===== config.mk =====
export PLATFORM = sky130hd
export DESIGN_NAME = call_return_trace_stack
export DESIGN_NICKNAME = d
export VERILOG_FILES = /design/src/crts_pkg.sv /design/src/crts_front.sv /design/src/crts_back.sv /design/src/call_return_trace_stack.sv
export SDC_FILE = /design/constraint.sdc
export NUM_CORES = 2
export LEC_CHECK = 0
export BUFFER_PORTS_ARGS = -buffer_cell sky130_fd_sc_hd__buf_2
export CORE_ASPECT_RATIO = 2
export CORE_MARGIN = 4
export CORE_UTILIZATION = 55
export DETAILED_ROUTE_END_ITERATION = 16
export PLACE_DENSITY = 0.71
export SLEW_MARGIN = 5
export SYNTH_ARGS = -nofsm -noshare
export SYNTH_HDL_FRONTEND = slang
export SYNTH_SLANG_ARGS = --single-unit
export TNS_END_PERCENT = 50

===== constraint.sdc =====
create_clock -name clk -period 7.57 [get_ports clk]
set_input_delay 0.3785 -clock clk [delete_from_list [all_inputs] [get_ports clk]]
set_output_delay 0.3785 -clock clk [all_outputs]
set_load 0.01 [all_outputs]

===== src/crts_pkg.sv =====
// Shared types and constants of the call/return trace stack.
package crts_pkg;

    typedef struct packed {
        logic [1:0]  opcode;
        logic [31:0] cur_pc;
        logic [31:0] jump_target;
        logic [31:0] inst_word;
        logic [31:0] entry_addr;
    } item_t;

    typedef struct packed {
        logic        is_return;
        logic [31:0] event_pc;
        logic [6:0]  nest_depth;
        logic [4:0]  func_index;
        logic [31:0] target_addr;
        logic [31:0] calls_so_far;
        logic [1:0]  stack_fault;
    } report_t;

    localparam logic [1:0] OP_CLEAR  = 2'd0;
    localparam logic [1:0] OP_APPEND = 2'd1;
    localparam logic [1:0] OP_JUMP   = 2'd2;

    localparam logic [31:0] RET_ENCODING = 32'h0000_8067;

    localparam logic [1:0] FAULT_NONE      = 2'd0;
    localparam logic [1:0] FAULT_PUSH      = 2'd1;
    localparam logic [1:0] FAULT_UNMATCHED = 2'd2;

    typedef enum logic [1:0] {
        CMD_CLEAR,
        CMD_APPEND,
        CMD_CALL,
        CMD_RET
    } cmd_kind_t;

    typedef struct packed {
        cmd_kind_t   kind;
        logic [31:0] pc;
        logic [31:0] addr;
        logic [31:0] ret_addr;
    } cmd_t;

endpackage


===== src/crts_front.sv =====
// Front end: accepts trace items, classifies them and queues commands for the back end.
module crts_front
    import crts_pkg::*;
#(
    parameter int INSTR_BYTES = 4
)
(
    input  logic  clk,
    input  logic  rst_n,
    input  logic  push,
    output logic  full,
    input  item_t item,
    output logic  cmd_valid,
    input  logic  cmd_take,
    output cmd_t  cmd
);

    cmd_t       q_reg [2];
    logic       wr_ptr_reg, wr_ptr_next;
    logic       rd_ptr_reg, rd_ptr_next;
    logic [1:0] count_reg, count_next;
    cmd_t       cls;
    logic       keep;
    logic       wr_en;
    logic       rd_en;

    always_comb
    begin
        keep         = 1'b0;
        cls.kind     = CMD_CLEAR;
        cls.pc       = item.cur_pc;
        cls.addr     = item.jump_target;
        cls.ret_addr = item.cur_pc + 32'(INSTR_BYTES);
        case (item.opcode)
            OP_CLEAR:
            begin
                keep     = 1'b1;
                cls.kind = CMD_CLEAR;
            end
            OP_APPEND:
            begin
                keep     = 1'b1;
                cls.kind = CMD_APPEND;
                cls.addr = item.entry_addr;
            end
            OP_JUMP:
            begin
                keep     = 1'b1;
                cls.kind = (item.inst_word == RET_ENCODING) ? CMD_RET : CMD_CALL;
            end
            default:
            begin
                keep = 1'b0;
            end
        endcase
    end

    assign full      = (count_reg == 2'd2);
    assign cmd_valid = (count_reg != 2'd0);
    assign cmd       = q_reg[rd_ptr_reg];
    assign wr_en     = push && !full && keep;
    assign rd_en     = cmd_valid && cmd_take;

    always_comb
    begin
        wr_ptr_next = wr_en ? ~wr_ptr_reg : wr_ptr_reg;
        rd_ptr_next = rd_en ? ~rd_ptr_reg : rd_ptr_reg;
        count_next  = count_reg + 2'(wr_en) - 2'(rd_en);
    end

    always_ff @(posedge clk or negedge rst_n)
    begin
        if (!rst_n)
        begin
            wr_ptr_reg <= 1'b0;
            rd_ptr_reg <= 1'b0;
            count_reg  <= 2'd0;
        end
        else
        begin
            wr_ptr_reg <= wr_ptr_next;
            rd_ptr_reg <= rd_ptr_next;
            count_reg  <= count_next;
        end
    end

    always_ff @(posedge clk)
    begin
        if (wr_en)
        begin
            q_reg[wr_ptr_reg] <= cls;
        end
    end

endmodule


===== src/crts_back.sv =====
// Back end: function table, shadow return stack, scan sequencer and result register.
module crts_back
    import crts_pkg::*;
#(
    parameter int TABLE_DEPTH = 32,
    parameter int STACK_DEPTH = 64
)
(
    input  logic    clk,
    input  logic    rst_n,
    input  logic    cmd_valid,
    output logic    cmd_take,
    input  cmd_t    cmd,
    output logic    empty,
    input  logic    pop,
    output report_t report
);

    localparam int TIW = $clog2(TABLE_DEPTH);
    localparam int ECW = $clog2(TABLE_DEPTH + 1);
    localparam int SIW = $clog2(STACK_DEPTH);
    localparam int SDW = $clog2(STACK_DEPTH + 1);

    typedef enum logic [2:0] {
        S_IDLE,
        S_TREAD,
        S_TCMP,
        S_SREAD,
        S_SCMP
    } state_t;

    state_t         state_reg, state_next;
    logic [ECW-1:0] entry_count_reg, entry_count_next;
    logic [SDW-1:0] depth_reg, depth_next;
    logic [31:0]    call_count_reg, call_count_next;
    logic [ECW-1:0] tidx_reg, tidx_next;
    logic [SDW-1:0] sidx_reg, sidx_next;
    cmd_t           cur_reg, cur_next;
    logic           out_valid_reg, out_valid_next;
    report_t        report_reg, report_next;

    logic [31:0]    tbl_mem [TABLE_DEPTH];
    logic [31:0]    stk_mem [STACK_DEPTH];
    logic [31:0]    tbl_rd_reg;
    logic [31:0]    stk_rd_reg;
    logic           tbl_we;
    logic           stk_we;
    logic [SDW-1:0] sidx_m1;
    logic           slot_free;
    logic           has_room;

    assign sidx_m1   = sidx_reg - SDW'(1);
    assign slot_free = !out_valid_reg || pop;
    assign has_room  = (depth_reg < SDW'(STACK_DEPTH));
    assign cmd_take  = (state_reg == S_IDLE) && cmd_valid &&
                       (cmd.kind == CMD_CLEAR || cmd.kind == CMD_APPEND || slot_free);
    assign empty     = !out_valid_reg;
    assign report    = report_reg;

    always_comb
    begin
        state_next       = state_reg;
        entry_count_next = entry_count_reg;
        depth_next       = depth_reg;
        call_count_next  = call_count_reg;
        tidx_next        = tidx_reg;
        sidx_next        = sidx_reg;
        cur_next         = cur_reg;
        out_valid_next   = (out_valid_reg && pop) ? 1'b0 : out_valid_reg;
        report_next      = report_reg;
        tbl_we           = 1'b0;
        stk_we           = 1'b0;
        case (state_reg)
            S_IDLE:
            begin
                if (cmd_take)
                begin
                    cur_next = cmd;
                    case (cmd.kind)
                        CMD_CLEAR:
                        begin
                            entry_count_next = '0;
                            depth_next       = '0;
                        end
                        CMD_APPEND:
                        begin
                            if (entry_count_reg < ECW'(TABLE_DEPTH))
                            begin
                                tbl_we           = 1'b1;
                                entry_count_next = entry_count_reg + ECW'(1);
                            end
                        end
                        CMD_CALL:
                        begin
                            tidx_next  = '0;
                            state_next = S_TREAD;
                        end
                        CMD_RET:
                        begin
                            sidx_next  = depth_reg;
                            state_next = S_SREAD;
                        end
                        default:
                        begin
                            state_next = S_IDLE;
                        end
                    endcase
                end
            end
            S_TREAD:
            begin
                state_next = (tidx_reg == entry_count_reg) ? S_IDLE : S_TCMP;
            end
            S_TCMP:
            begin
                if (tbl_rd_reg == cur_reg.addr)
                begin
                    report_next.is_return    = 1'b0;
                    report_next.event_pc     = cur_reg.pc;
                    report_next.nest_depth   = 7'(depth_reg);
                    report_next.func_index   = 5'(tidx_reg);
                    report_next.target_addr  = tbl_rd_reg;
                    report_next.calls_so_far = call_count_reg;
                    report_next.stack_fault  = has_room ? FAULT_NONE : FAULT_PUSH;
                    out_valid_next           = 1'b1;
                    if (has_room)
                    begin
                        stk_we     = 1'b1;
                        depth_next = depth_reg + SDW'(1);
                    end
                    call_count_next = call_count_reg + 32'd1;
                    state_next      = S_IDLE;
                end
                else
                begin
                    tidx_next  = tidx_reg + ECW'(1);
                    state_next = S_TREAD;
                end
            end
            S_SREAD:
            begin
                if (sidx_reg == '0)
                begin
                    report_next.is_return    = 1'b1;
                    report_next.event_pc     = cur_reg.pc;
                    report_next.nest_depth   = (depth_reg == '0) ? 7'd0
                                               : 7'(depth_reg - SDW'(1));
                    report_next.func_index   = 5'd0;
                    report_next.target_addr  = cur_reg.addr;
                    report_next.calls_so_far = call_count_reg;
                    report_next.stack_fault  = FAULT_UNMATCHED;
                    out_valid_next           = 1'b1;
                    depth_next               = '0;
                    state_next               = S_IDLE;
                end
                else
                begin
                    state_next = S_SCMP;
                end
            end
            S_SCMP:
            begin
                if (stk_rd_reg == cur_reg.addr)
                begin
                    report_next.is_return    = 1'b1;
                    report_next.event_pc     = cur_reg.pc;
                    report_next.nest_depth   = 7'(depth_reg - SDW'(1));
                    report_next.func_index   = 5'd0;
                    report_next.target_addr  = cur_reg.addr;
                    report_next.calls_so_far = call_count_reg;
                    report_next.stack_fault  = FAULT_NONE;
                    out_valid_next           = 1'b1;
                    depth_next               = sidx_m1;
                    state_next               = S_IDLE;
                end
                else
                begin
                    sidx_next  = sidx_m1;
                    state_next = S_SREAD;
                end
            end
            default:
            begin
                state_next = S_IDLE;
            end
        endcase
    end

    always_ff @(posedge clk or negedge rst_n)
    begin
        if (!rst_n)
        begin
            state_reg       <= S_IDLE;
            entry_count_reg <= '0;
            depth_reg       <= '0;
            call_count_reg  <= '0;
            tidx_reg        <= '0;
            sidx_reg        <= '0;
            cur_reg         <= '0;
            out_valid_reg   <= 1'b0;
            report_reg      <= '0;
        end
        else
        begin
            state_reg       <= state_next;
            entry_count_reg <= entry_count_next;
            depth_reg       <= depth_next;
            call_count_reg  <= call_count_next;
            tidx_reg        <= tidx_next;
            sidx_reg        <= sidx_next;
            cur_reg         <= cur_next;
            out_valid_reg   <= out_valid_next;
            report_reg      <= report_next;
        end
    end

    always_ff @(posedge clk)
    begin
        if (tbl_we)
        begin
            tbl_mem[entry_count_reg[TIW-1:0]] <= cmd.addr;
        end
        tbl_rd_reg <= tbl_mem[tidx_reg[TIW-1:0]];
    end

    always_ff @(posedge clk)
    begin
        if (stk_we)
        begin
            stk_mem[depth_reg[SIW-1:0]] <= cur_reg.ret_addr;
        end
        stk_rd_reg <= stk_mem[sidx_m1[SIW-1:0]];
    end

endmodule


===== src/call_return_trace_stack.sv =====
// Top level of the call/return trace stack: front end, command queue and back end.
//
// Both sides behave as queues: an item is taken on push while full is low, a report is
// taken on pop while empty is low. The front end holds up to two classified commands, so
// items keep arriving while the back end scans or a report waits to be popped. Unused
// opcodes are dropped by the front end and never reach the back end. Clear and append
// are carried out as they are taken. A call that hits compares the table entries up to
// and including the first match, one read of the table memory per compare; a call that
// misses compares every loaded entry and gives no report. A return that matches scans
// the stack from the top down to and including the match, popping those entries, with
// one read of the stack memory per compare; a return that matches nothing scans the
// whole stack. A call or return waits in the queue while an unpopped report is still
// held.
module call_return_trace_stack
    import crts_pkg::*;
#(
    parameter int TABLE_DEPTH = 32,
    parameter int STACK_DEPTH = 64,
    parameter int INSTR_BYTES = 4
)
(
    input  logic    clk,
    input  logic    rst_n,
    input  logic    push,
    output logic    full,
    input  item_t   item,
    output logic    empty,
    input  logic    pop,
    output report_t report
);

    logic cmd_valid;
    logic cmd_take;
    cmd_t cmd;

    crts_front #(
        .INSTR_BYTES (INSTR_BYTES)
    ) u_front (
        .clk       (clk),
        .rst_n     (rst_n),
        .push      (push),
        .full      (full),
        .item      (item),
        .cmd_valid (cmd_valid),
        .cmd_take  (cmd_take),
        .cmd       (cmd)
    );

    crts_back #(
        .TABLE_DEPTH (TABLE_DEPTH),
        .STACK_DEPTH (STACK_DEPTH)
    ) u_back (
        .clk       (clk),
        .rst_n     (rst_n),
        .cmd_valid (cmd_valid),
        .cmd_take  (cmd_take),
        .cmd       (cmd),
        .empty     (empty),
        .pop       (pop),
        .report    (report)
    );

endmodule


* Word level (Yosys, flattened, before mapping) *
Memory sizes are Yosys's and may differ from the RTL's. A register that Yosys moved wholly into a read port is not among the register bits.
Cells that the tools add are included.

operators by class
  add/subtract/negate cells = 9
  magnitude comparators = 2
  eq/ne operators = 26
  bitwise operators = 2
  reduce and logical (&&, ||, !) cells = 31
  muxes and demuxes = 52

operator list
  operator               number
  $mux 111               3
  $pmux 111 s3           1
  $mux 7                 10
  $eq 32x32->1           2
  $add 32x1->32 const B  1
  $add 32x3->32 const B  1
  $eq 32x16->1 const B   1
  $mux 32                1
  $pmux 7 s4             1
  $mux 6                 4
  $pmux 6 s2             2
  $mux 1                 21
  $reduce_and 4->1       4
  $pmux 3 s5             1
  $logic_not 7->1        2
  $ne 2x2->1 const B     7
  $pmux 7 s2             1
  $sub 7x1->7 const B    2
  $add 6x1->6 const B    2
  $eq 2x2->1 const B     4
  $ne 2x1->1 const B     4
  $reduce_bool 2->1      4
  $add 7x1->7 const B    1
  $lt 7x7->1 const B     1
  other kinds (25)       41

storage, ports and cells
  memory bits (writable) = 3,268
  bits of input ports = 134
  register bits after elaboration = 273
  memories kept = 3
  output and inout port bits = 113
  word-level logic and storage cells = 145

memory list
  memory          words  width  read ports  clocked after Yosys merged registers in  wr ports  line              RTL
  u_back.stk_mem  64     32     1           1                                        1         crts_back.sv:43   logic [31:0] stk_mem [STACK_DEPTH];
  u_back.tbl_mem  32     32     1           1                                        1         crts_back.sv:42   logic [31:0] tbl_mem [TABLE_DEPTH];
  u_front.q_reg   2      98     1           0                                        1         crts_front.sv:18  cmd_t q_reg [2];

* Depth between registers and ports, before layout *
An unclocked memory read counts as a cell.

  depth in word-level cells = 9
  depth in mapped cells = 12
  mapped depth without buffers = 8

* Modules after synthesis *
Synthesis repeated with hierarchy kept, for this count alone.

second synthesis, totals
  cells, all modules = 6,073
  area total of the unflattened synthesis = 138,829.4 um^2

modules (own cells, without submodules)
  module      instances  cells an instance  area an instance (um^2)  sequential area each (um^2)
  crts_back   1          5,618              130,594.0                100,261.2
  crts_front  1          455                8,235.4                  5,865.6

* Worst setup path before layout *
OpenSTA, ideal clock, no wires.

  kind = input port to flip-flop
  start point = input item[128] (netlist name)
  end point = memory u_front.q_reg[0][10] (netlist name) (enable)
  path buffers = 0
  data required time = 7.007 ns
  library setup time = 0.563 ns
  data arrival time = 5.229 ns
  stages on the path = 3
  setup slack = 1.778 ns
  cell sequence = ha_1 > nor3b_1 > nor2b_1

on the way
  cells in the longest elaborated chain, start to end = 6
  elaborated cells between the ends (all ways) = 8
  classes of those cells = eq/ne: 2; mux: 3; reduce/logical: 3

RTL lines
  item                                line                           RTL
  start: declaration                  call_return_trace_stack.sv:26  input item_t item,
  $eq 2x1->1 (tied with other cells)  crts_front.sv:34               case (item.opcode)
  $reduce_or 3->1 (no line) (*)       -
  $mux 1 (*)                          crts_front.sv:34
  $logic_and 1x1->1 (*)               crts_front.sv:61               assign wr_en = push && !full && keep;
  via u_front.wr_en                   crts_front.sv:24               logic wr_en;
  $mux 1 (*)                          crts_front.sv:89               if (wr_en)
  $mux 1 (implied by the code) (*)    crts_front.sv:91               q_reg[wr_ptr_reg] <= cls;
  end: declaration                    crts_front.sv:18

Mark *: on every way through the listed nets, which the timed path passes. The rest lies on a longest branch.

* Worst setup path after layout *
  start point = register u_back.sidx_reg[0]
  end point = register u_back.stk_rd_reg[30] (read register of u_back.stk_mem)

on the way
  cells in the longest elaborated chain, start to end = 1

RTL lines
  item                      line              RTL
  start: declaration        crts_back.sv:37   logic [SDW-1:0] sidx_reg, sidx_next;
  start signal: assignment  crts_back.sv:210  sidx_reg <= sidx_next;
  $sub 7x1->7               crts_back.sv:52   assign sidx_m1 = sidx_reg - SDW'(1);
  end: declaration          crts_back.sv:45   logic [31:0] stk_rd_reg;

Every way passes these cells.
A chain may end at the register's enable or synchronous reset.

==> impl_metrics.py <==
metrics = {
    "synth": {
        "synth_compound_gate_area_share": 0.008571,
        "ys_ff_latch": 3599,
        "synth_warnings": 0,
        "synthXorXnorAreaFrac": 0.009332,
        "postSynthAreaPerCell_um2": 22.18,
        "synth_edf_count": 3264,
        "synth_cell_types": 64,
        "synth_area_mm2": 0.1380,
        "synth_top_family_by_area": "multiplexers",
        "synth_mux_area_frac": 0.1791,
        "seq_area_frac_synth": 0.7689,
        "async_flop_share": 0.07530,
        "synth_simple_gate_area_share": 0.02215,
        "synth_fa_ha_area_frac": 0.001542,
        "ys.flop_type": "edfxtp_1",
        "synth_cells": 6219,
        "syn_nets": 6370,
    },
    "power_and_ir_drop": {
        "switching_share": 0.3644,
        "pwr-share-clk": 0.239,
        "powerDensity_mw_per_mm2": 437.4,
        "p_seq_frac": 0.403,
        "post-layout-total-power_w": 0.06787,
        "pwr-share-comb": 0.358,
        "internal_power_w": 0.04314,
        "power_leakage_nw": 49.67,
        "peakVddDrop_v": 0.0006135,
        "power.switching_w": 0.02473,
    },
    "clocking": {
        "root_buffer": "clkbuf_16",
        "clockBufferDepth": 4,
        "cts_resized": 0,
        "cts_tree": "built",
        "clock-sinks": 3599,
        "cts_buffers": 304,
        "path_clk_slew_ps": 70,
        "h-tree-depth": 5,
        "cts_setup_buffers": 0,
        "insertion_delay_ps": 900,
    },
    "setup_path": {
        "reg2reg_slack_ps": 2430,
        "max_stage_delay_ps": 980,
        "r2r_end": "u_back.stk_rd_reg[30]",
        "crit_slowest_cell": "a22oi_1",
        "crit_arrival_ps": 5870,
        "cp_max_fo": 34,
        "required_ps": 8300,
        "r2r_start": "u_back.sidx_reg[0]",
        "crit_chain": "inv_1, ha_4, buf_4, buf_4, mux4_2, mux4_2, a22oi_1, nand2_1",
        "cp-start-kind": "flip-flop",
        "worstSetupEndpointType": "flip-flop",
        "r2r_cells": 8,
        "worstSetupPathType": "flip-flop to flip-flop",
    },
    "worst_hold_path": {
        "min_from": "item[128]",
        "hp-class": "input pin to flip-flop",
        "holdPathStages": 4,
        "holdPathEnd": "u_front.wr_ptr_reg",
    },
    "timing": {
        "whs_ps": 55.81,
        "setup_viol_count_final": 0,
        "max_freq_mhz": 194.5,
        "setup_tns_ps": 0,
        "period_share": 0.6791,
        "finalHoldViolCount": 0,
        "drv_slew": 0,
        "slew_headroom": 0.009985,
        "fin_skew_ps": 85.36,
        "worst_pin_slew_ps": 1485,
        "fin_crit_ps": 5141,
        "rsz0062_at_grt": "false",
    },
    "grt": {
        "grt_usage": 0.2939,
        "grt_pass1_wl_um": 531400,
        "first_global_vias": 68521,
        "grt_max_degree": 161,
        "antenna_found_initial": 45,
        "grt_overflow": 0,
    },
    "placement": {
        "port_buffers": 246,
        "dp_hpwl_um": 238900,
        "gp_congestion": 0.9229,
    },
    "drt": {
        "first_iter_violations": 8842,
        "wire_per_inst_um": 37.05,
        "wirelength_um": 377900,
        "post_drt_via_cell_ratio": 6.595,
        "final_antenna_net_count": 0,
        "remaining_drc_errors": 0,
        "vias": 67253,
        "dr.pass1.iters": 8,
    },
    "finish": {
        "finalNetCount": 6823,
        "fin_util": 0.6227,
        "largest_reg_flops": 2048,
        "area_growth_pct": 12.48,
        "drive_above_1_share": 0.3100,
    },
    "floorplanning": {
        "start_util": 0.5536,
        "core-area_mm2": 0.2492,
        "die_h_um": 716.3,
        "dieArea_mm2": 0.2594,
        "io_pins": 247,
        "die_x_um": 362.1,
        "num_rows": 259,
    },
    "flow_run": {
        "drv_cap": 0,
    },
    "outcome": {
        "status": "finished clean",
    },
}
## synthesized netlist by cell type (27+ instances only)
cell type	n	area [um^2]
clkbuf_1	210	788.3
nand4_1	27	168.9
mux4_2	960	21620
a21oi_1	78	390.4
mux2i_1	74	740.7
buf_2	65	325.3
nor2_1	193	724.4
dfxtp_1	64	1281
nor4_1	31	193.9
nand2_1	282	1059
edfxtp_1	3264	98010
mux2_2	206	2320
dfrtp_1	271	6782
xor2_1	81	709.4
buf_1	43	161.4
inv_1	35	131.4
a22oi_1	64	480.5
xnor2_1	66	578.1
nand3_1	37	185.2
## placed cells by master, fill, tap and decap left out, types with 45 or more instances in the layout
cell and n:
mux2i_1 74, clkbuf_16 309, edfxtp_1 3264, mux4_2 960
nor2_4 97, a21oi_1 78, buf_4 105, dfrtp_1 232
clkinv_1 59, dlygate4sd3_1 99, buf_2 245, dfxtp_1 64
xor2_1 81, clkinv_2 45, nor2_1 96, a22oi_1 64
xnor2_1 64, clkbuf_1 55, mux2_2 206, nand2_1 282
## routing by layer
layer	global-route usage	up-vias	share of wire
li1	-	26641	-
met1	0.3585	36015	0.33
met5	0	-	0.00048
met2	0.4929	3732	0.51
met3	0.04967	835	0.082
met4	0.1848	30	0.079
## metrics by stage
step                      std cells  instance area [um^2]  worst slack, ps
after detailed placement       9528                144000             2462
final                         10198                155200             2429
after CTS                     10178                155100             2355
after global routing          10182                155100             2293
after global placement         9528                144000             2429
after floorplan                6219                138000             1778
## worst max path at each step
| stage | to | slack, ps | start |
|---|---|---|---|
| floorplan | u_front.q_reg[0][10] | 1780 | item[128] |
| global placement | u_back.stk_mem[49][10] | 2430 | u_back.cur_reg[37] |
| detailed placement | u_back.stk_mem[49][10] | 2460 | u_back.cur_reg[60] |
| CTS | u_back.stk_mem[49][16] | 2350 | u_back.cur_reg[37] |
| global route | u_back.stk_mem[57][12] | 2290 | u_back.cur_reg[37] |
| finish | u_back.stk_rd_reg[30] | 2430 | u_back.sidx_reg[0] |
## timing repair
action                                  in CTS  in global routing
hold buffers                                99                  0
endpoints found under the setup margin       0                  0
hold endpoints to repair                   286                  0
## final cells by class
| cell class | instances | area [um^2] |
|---|---|---|
| Timing Repair Buffer | 467 | 3361 |
| Multi-Input combinational cell | 2264 | 31260 |
| Fill cell | 16495 | 94030 |
| Clock inverter | 181 | 2085 |
| Clock buffer | 370 | 8021 |
| Antenna cell | 19 | 47.55 |
| Tap cell | 3262 | 4081 |
| Sequential cell | 3599 | 106200 |
| Inverter | 36 | 135.1 |
## logic make-up (layout without fill, tap and decap cells)
family	after synthesis	in the layout
AOI/OAI and AO/OA	186	186
muxes	1243	1243
other	0	19
buffers and inverters	356	1054
adders and majority gates	17	17
DFF	3599	3599
xor gates and xnor gates	147	147
and+or+nand+nor	671	671
## power groups by stage
stage / combinational (W) / clock, W / sequential, W
floorplan: 0.0137 / 0 / 0.0267
global placement: 0.0239 / 0 / 0.0277
detailed placement: 0.0242 / 0 / 0.0278
CTS: 0.0243 / 0.0164 / 0.0274
global route: 0.0249 / 0.0172 / 0.0274
finish: 0.0243 / 0.0162 / 0.0274
## worst max-delay path: cells and delay by family, from the launching register on
kind / cells / cell delay (ps)
muxes: 2 / 1020
adders and majority gates: 1 / 700
and+or+nand+nor: 1 / 90
buffers and inverters: 3 / 1250
DFF: 1 / 890
AOI/OAI and AO/OA: 1 / 980
(Power assumes the default switching activity.)
